File: config.mk
export PLATFORM = sky130hd
export DESIGN_NAME = fbpa_ctrl
export DESIGN_NICKNAME = d
export VERILOG_FILES = /design/src/hdl/fbpa_pkg.sv /design/src/hdl/fbpa_ctrl.sv
export SDC_FILE = /design/constraint.sdc
export NUM_CORES = 1
export LEC_CHECK = 0
export ABC_AREA = 1
export BUFFER_PORTS_ARGS = -buffer_cell sky130_fd_sc_hd__buf_2
export CORE_AREA = 2 2 39 41
export CTS_CLUSTER_DIAMETER = 40
export DETAILED_ROUTE_END_ITERATION = 16
export DIE_AREA = 0 0 41 43
export GPL_TIMING_DRIVEN = 0
export SYNTH_ARGS = -nofsm -noshare
export SYNTH_HDL_FRONTEND = slang
export SYNTH_SLANG_ARGS = --single-unit
File: constraint.sdc
create_clock -name i_clk -period 1.1 [get_ports i_clk]
set_input_delay 0.055 -clock i_clk [delete_from_list [all_inputs] [get_ports i_clk]]
set_output_delay 0.055 -clock i_clk [all_outputs]
set_load 0.03 [all_outputs]
File: src/hdl/fbpa_pkg.sv
`timescale 1ns / 1ps

package fbpa_pkg;

    // item opcodes
    localparam logic [1:0] OP_ALLOC = 2'd0;
    localparam logic [1:0] OP_FREE  = 2'd1;
    localparam logic [1:0] OP_CLEAR = 2'd2;

    // result status codes
    localparam logic [1:0] ST_OK        = 2'd0;
    localparam logic [1:0] ST_EMPTY     = 2'd1;
    localparam logic [1:0] ST_TOO_LARGE = 2'd2;
    localparam logic [1:0] ST_FOREIGN   = 2'd3;

    // configuration register indexes
    localparam int unsigned CFG_IW = 2;
    localparam logic [CFG_IW-1:0] CFG_BASE  = 2'd0;
    localparam logic [CFG_IW-1:0] CFG_BSL   = 2'd1;
    localparam logic [CFG_IW-1:0] CFG_TOTAL = 2'd2;

    // register reset values
    localparam logic [31:0] RST_BASE  = 32'd0;
    localparam logic [4:0]  RST_BSL   = 5'd4;
    localparam logic [10:0] RST_TOTAL = 11'd1024;

    // controller to datapath
    typedef struct packed {
        logic take;   // word accepted on the input this cycle
        logic link;   // allocate completes with the link read back
        logic sweep;  // clear one entry of the link store
    } t_cmd;

    // datapath to controller
    typedef struct packed {
        logic slot_free;   // output register free or being emptied
        logic go_link;     // offered word is an allocate that will succeed
        logic go_sweep;    // offered word is a clear
        logic sweep_last;  // sweep at the final entry
    } t_sts;

endpackage

File: src/hdl/fbpa_ctrl.sv
`timescale 1ns / 1ps

module fbpa_ctrl (
    input  logic           i_clk,
    input  logic           i_rst_n,
    input  logic           s_axis_tvalid,
    output logic           s_axis_tready,
    input  fbpa_pkg::t_sts i_sts,
    output fbpa_pkg::t_cmd o_cmd
);

    typedef enum logic [1:0] {
        S_SWEEP,
        S_IDLE,
        S_LINK
    } t_state;

    t_state r_state;
    t_state n_state;

    // handshake and commands
    always_comb begin
        s_axis_tready = (r_state == S_IDLE) && i_sts.slot_free;
        o_cmd.take    = s_axis_tready && s_axis_tvalid;
        o_cmd.link    = (r_state == S_LINK);
        o_cmd.sweep   = (r_state == S_SWEEP);
    end

    // next state
    always_comb begin
        n_state = r_state;
        unique case (r_state)
            S_SWEEP: begin
                if (i_sts.sweep_last) begin
                    n_state = S_IDLE;
                end
            end
            S_IDLE: begin
                if (o_cmd.take && i_sts.go_link) begin
                    n_state = S_LINK;
                end else if (o_cmd.take && i_sts.go_sweep) begin
                    n_state = S_SWEEP;
                end
            end
            S_LINK: begin
                n_state = S_IDLE;
            end
            default: begin
                n_state = S_IDLE;
            end
        endcase
    end

    // state register; reset starts with a sweep of the link store
    always_ff @(posedge i_clk) begin
        if (!i_rst_n) begin
            r_state <= S_SWEEP;
        end else begin
            r_state <= n_state;
        end
    end

endmodule

==> results.sh <==
export IMPL_largest_reg_flops=2
export IMPL_start_util_pct=8.14
export IMPL_r2r_end="r_state[0]$_SDFFE_PN0P_"
export IMPL_finalSetupViolations=0
export IMPL_ctsHoldBuffers=0
export IMPL_hold_start="i_sts[2]"
export IMPL_start_kind="register"
export IMPL_max_cap_violations=0
export IMPL_via_per_inst=3.12
export IMPL_grt_pass1_vias=129
export IMPL_ctsRootBufferMaster="clkbuf_4"
export IMPL_cts_max_level=1
export IMPL_antenna_found_initial=0
export IMPL_reg_largest_list="r_state x2"
export IMPL_clockBufferDepth=2
export IMPL_numCtsBuffers=3
export IMPL_grt_usage_pct=4.20
export IMPL_relSlewSlack_pct=89.6
export IMPL_worstMarginPinSlew_ps=157
export IMPL_finalPower_uw=295
export IMPL_drc=0
export IMPL_max_freq_mhz=991
export IMPL_finalCritPeriodShare_pct=91.7
export IMPL_postSynth_asyncResetShare_pct=0
export IMPL_die_w_microns=41
export IMPL_worst_r2r_setup_slack_ps=240
export IMPL_die_height_microns=43
export IMPL_synth_area_leaders="dfxtp_1, inv_1, nor2_1, nand2_1, nor3_2"
export IMPL_initialDrtViolationCount=3
export IMPL_post_cts_resize_count=0
export IMPL_ys_top_cells_by_count="inv_1, nor2_1, nand2_1, dfxtp_1"
export IMPL_synth_edff_count=0
export IMPL_fin_worst_skew_ps=0.623
export IMPL_drv_slew=0
export IMPL_finalHoldViolCount=0
export IMPL_syn_mean_instance_area_sq_um=5.93
export IMPL_nNetsFinal=42
export IMPL_yosys_warnings=0
export IMPL_hpwl_microns=223
export IMPL_synth_nets=26
export IMPL_synthCells=19
export IMPL_ys_seq_area_share_pct=35.6
export IMPL_grt_max_degree=5
export IMPL_p_leak_uw=0.000133
export IMPL_nFillCells=160
export IMPL_wl_microns=288
export IMPL_synth_seq_cells=2
export IMPL_finalSetupTns_ps=0
export IMPL_num_rows=14
export IMPL_hold_depth=3
export IMPL_netlist_area_sq_um=113
export IMPL_post_place_cells=45
export IMPL_fin_crit_ps=1010
export IMPL_cp_arrival_ps=950
export IMPL_rr_startpoint="r_state[1]$_SDFFE_PN0P_"
export IMPL_hold_path_class="input pin to register"
export IMPL_synth_ff_type="dfxtp_1"
export IMPL_netlist_area_leader_share_pct=35.6
export IMPL_synth_distinct_cells=6
export IMPL_synth_top_area_cell="dfxtp_1"
export IMPL_path_class="register to primary output"
export IMPL_drive_above_1_share_pct=45.5
export IMPL_worst_path_max_fanout=3
export IMPL_outcome="completed"
export IMPL_dieArea_sq_um=1760
export IMPL_regMostFlops="r_state"
export IMPL_dr_pass1_iters=2
export IMPL_core_sq_um=1380
export IMPL_wl_per_cell_microns=5.88
export IMPL_cp_end_kind="primary output"
export IMPL_cts_tree="yes"
export IMPL_finalNonFillerCells=49
export IMPL_vdd_ir_drop_max_uv=224
export IMPL_grt_pass1_wl_microns=386
export IMPL_cts_sinks=2
export IMPL_powerDensity_nw_per_um2=1390
export IMPL_final_antenna_net_count=0
export IMPL_overflow=0
export IMPL_rsz0062_at_grt="no"
export IMPL_vias=153
export IMPL_worstRegToRegCells=5
export IMPL_gp_congestion=0.534
export IMPL_syn2layout_area_growth_pct=88.9
export IMPL_cts_reportedPaths_clkPinSlew_ps=30
export IMPL_clock_latency_ps=220
export IMPL_min_to="r_state[1]$_SDFFE_PN0P_"
export IMPL_worstPathRequired_ps=1040
export IMPL_io_pins=11
export IMPL_portBuffers=10
export IMPL_antenna_cells=0
-- placed cells by master (no fill, tap or decap) --
cell / synthesis / layout
dfxtp_1: 2 / 2
buf_4: 0 / 1
nor3_2: 1 / 1
buf_2: 0 / 10
nand4_1: 1 / 1
nand2_1: 3 / 3
nor2_1: 6 / 6
clkbuf_4: 0 / 3
inv_1: 6 / 6
-- worst max path at each step --
stage,end,slack (ps),start
2_1_floorplan,r_state[0]$_SDFFE_PN0P_,20,r_state[0]$_SDFFE_PN0P_
4_1_cts,o_cmd[2],4,r_state[0]$_SDFFE_PN0P_
3_5_place_dp,o_cmd[2],250,r_state[0]$_SDFFE_PN0P_
6_report,o_cmd[2],90,r_state[1]$_SDFFE_PN0P_
3_3_place_gp,o_cmd[2],260,r_state[0]$_SDFFE_PN0P_
5_1_grt,o_cmd[2],20,r_state[1]$_SDFFE_PN0P_
-- stage by stage --
step	instance area (sq um)	utilization [%]	worst slack, ps	hold slack, ps
4_1_cts	205	14.8	4.05	65.9
3_5_place_dp	183	13.2	255	308
5_1_grt	213	15.4	18.8	79.1
3_3_place_gp	183	13.2	259	307
2_1_floorplan	113	-	24.1	181
6_report	213	15.4	90.9	69.8
-- metal layers --
| layer | global-route usage [%] | up-vias | wire length (microns) |
|---|---|---|---|
| met5 | 0 | - | 0 |
| met4 | 10.0 | 0 | 0 |
| met3 | 1.57 | 0 | 33 |
| met2 | 5.31 | 9 | 152 |
| met1 | 2.22 | 62 | 102 |
| li1 | - | 82 | - |
-- cell type report --
type | count | area (sq um) | share of cell area [%]
repair buffers | 11 | 57.6 | 27.1
multi-input cells | 11 | 50.0 | 23.5
clock buffers | 3 | 22.5 | 10.6
inverters | 6 | 22.5 | 10.6
well taps | 16 | 20.0 | 9.41
flip-flops and latches | 2 | 40.0 | 18.8
-- worst max-delay path: stages, from the launching register on --
cell,delay [ps]
dfxtp_1,290
inv_1,80
nand4_1,110
inv_1,70
buf_2,180
-- cell families (layout without fill, tap and decap cells) --
| family | count (synthesis) | after routing | synth area share, % |
|---|---|---|---|
| flops | 2 | 2 | 35.6 |
| buf+inv | 6 | 20 | 20.0 |
| simple gates | 11 | 11 | 44.4 |
-- repair_timing --
action                     in CTS  in global routing
buffers inserted                0                  1
setup endpoints to repair       0                  1
hold endpoints to repair        0                  0
-- report_power, final --
| part | total, uW | internal (uW) | leakage, uW | switching [uW] |
|---|---|---|---|---|
| registers | 79.5 | 76.7 | 0.0000165 | 2.81 |
| clock network | 165 | 121 | 0.0000138 | 44.6 |
| logic | 50.6 | 20.1 | 0.000103 | 30.5 |
Power figures use the tool's default switching activity.
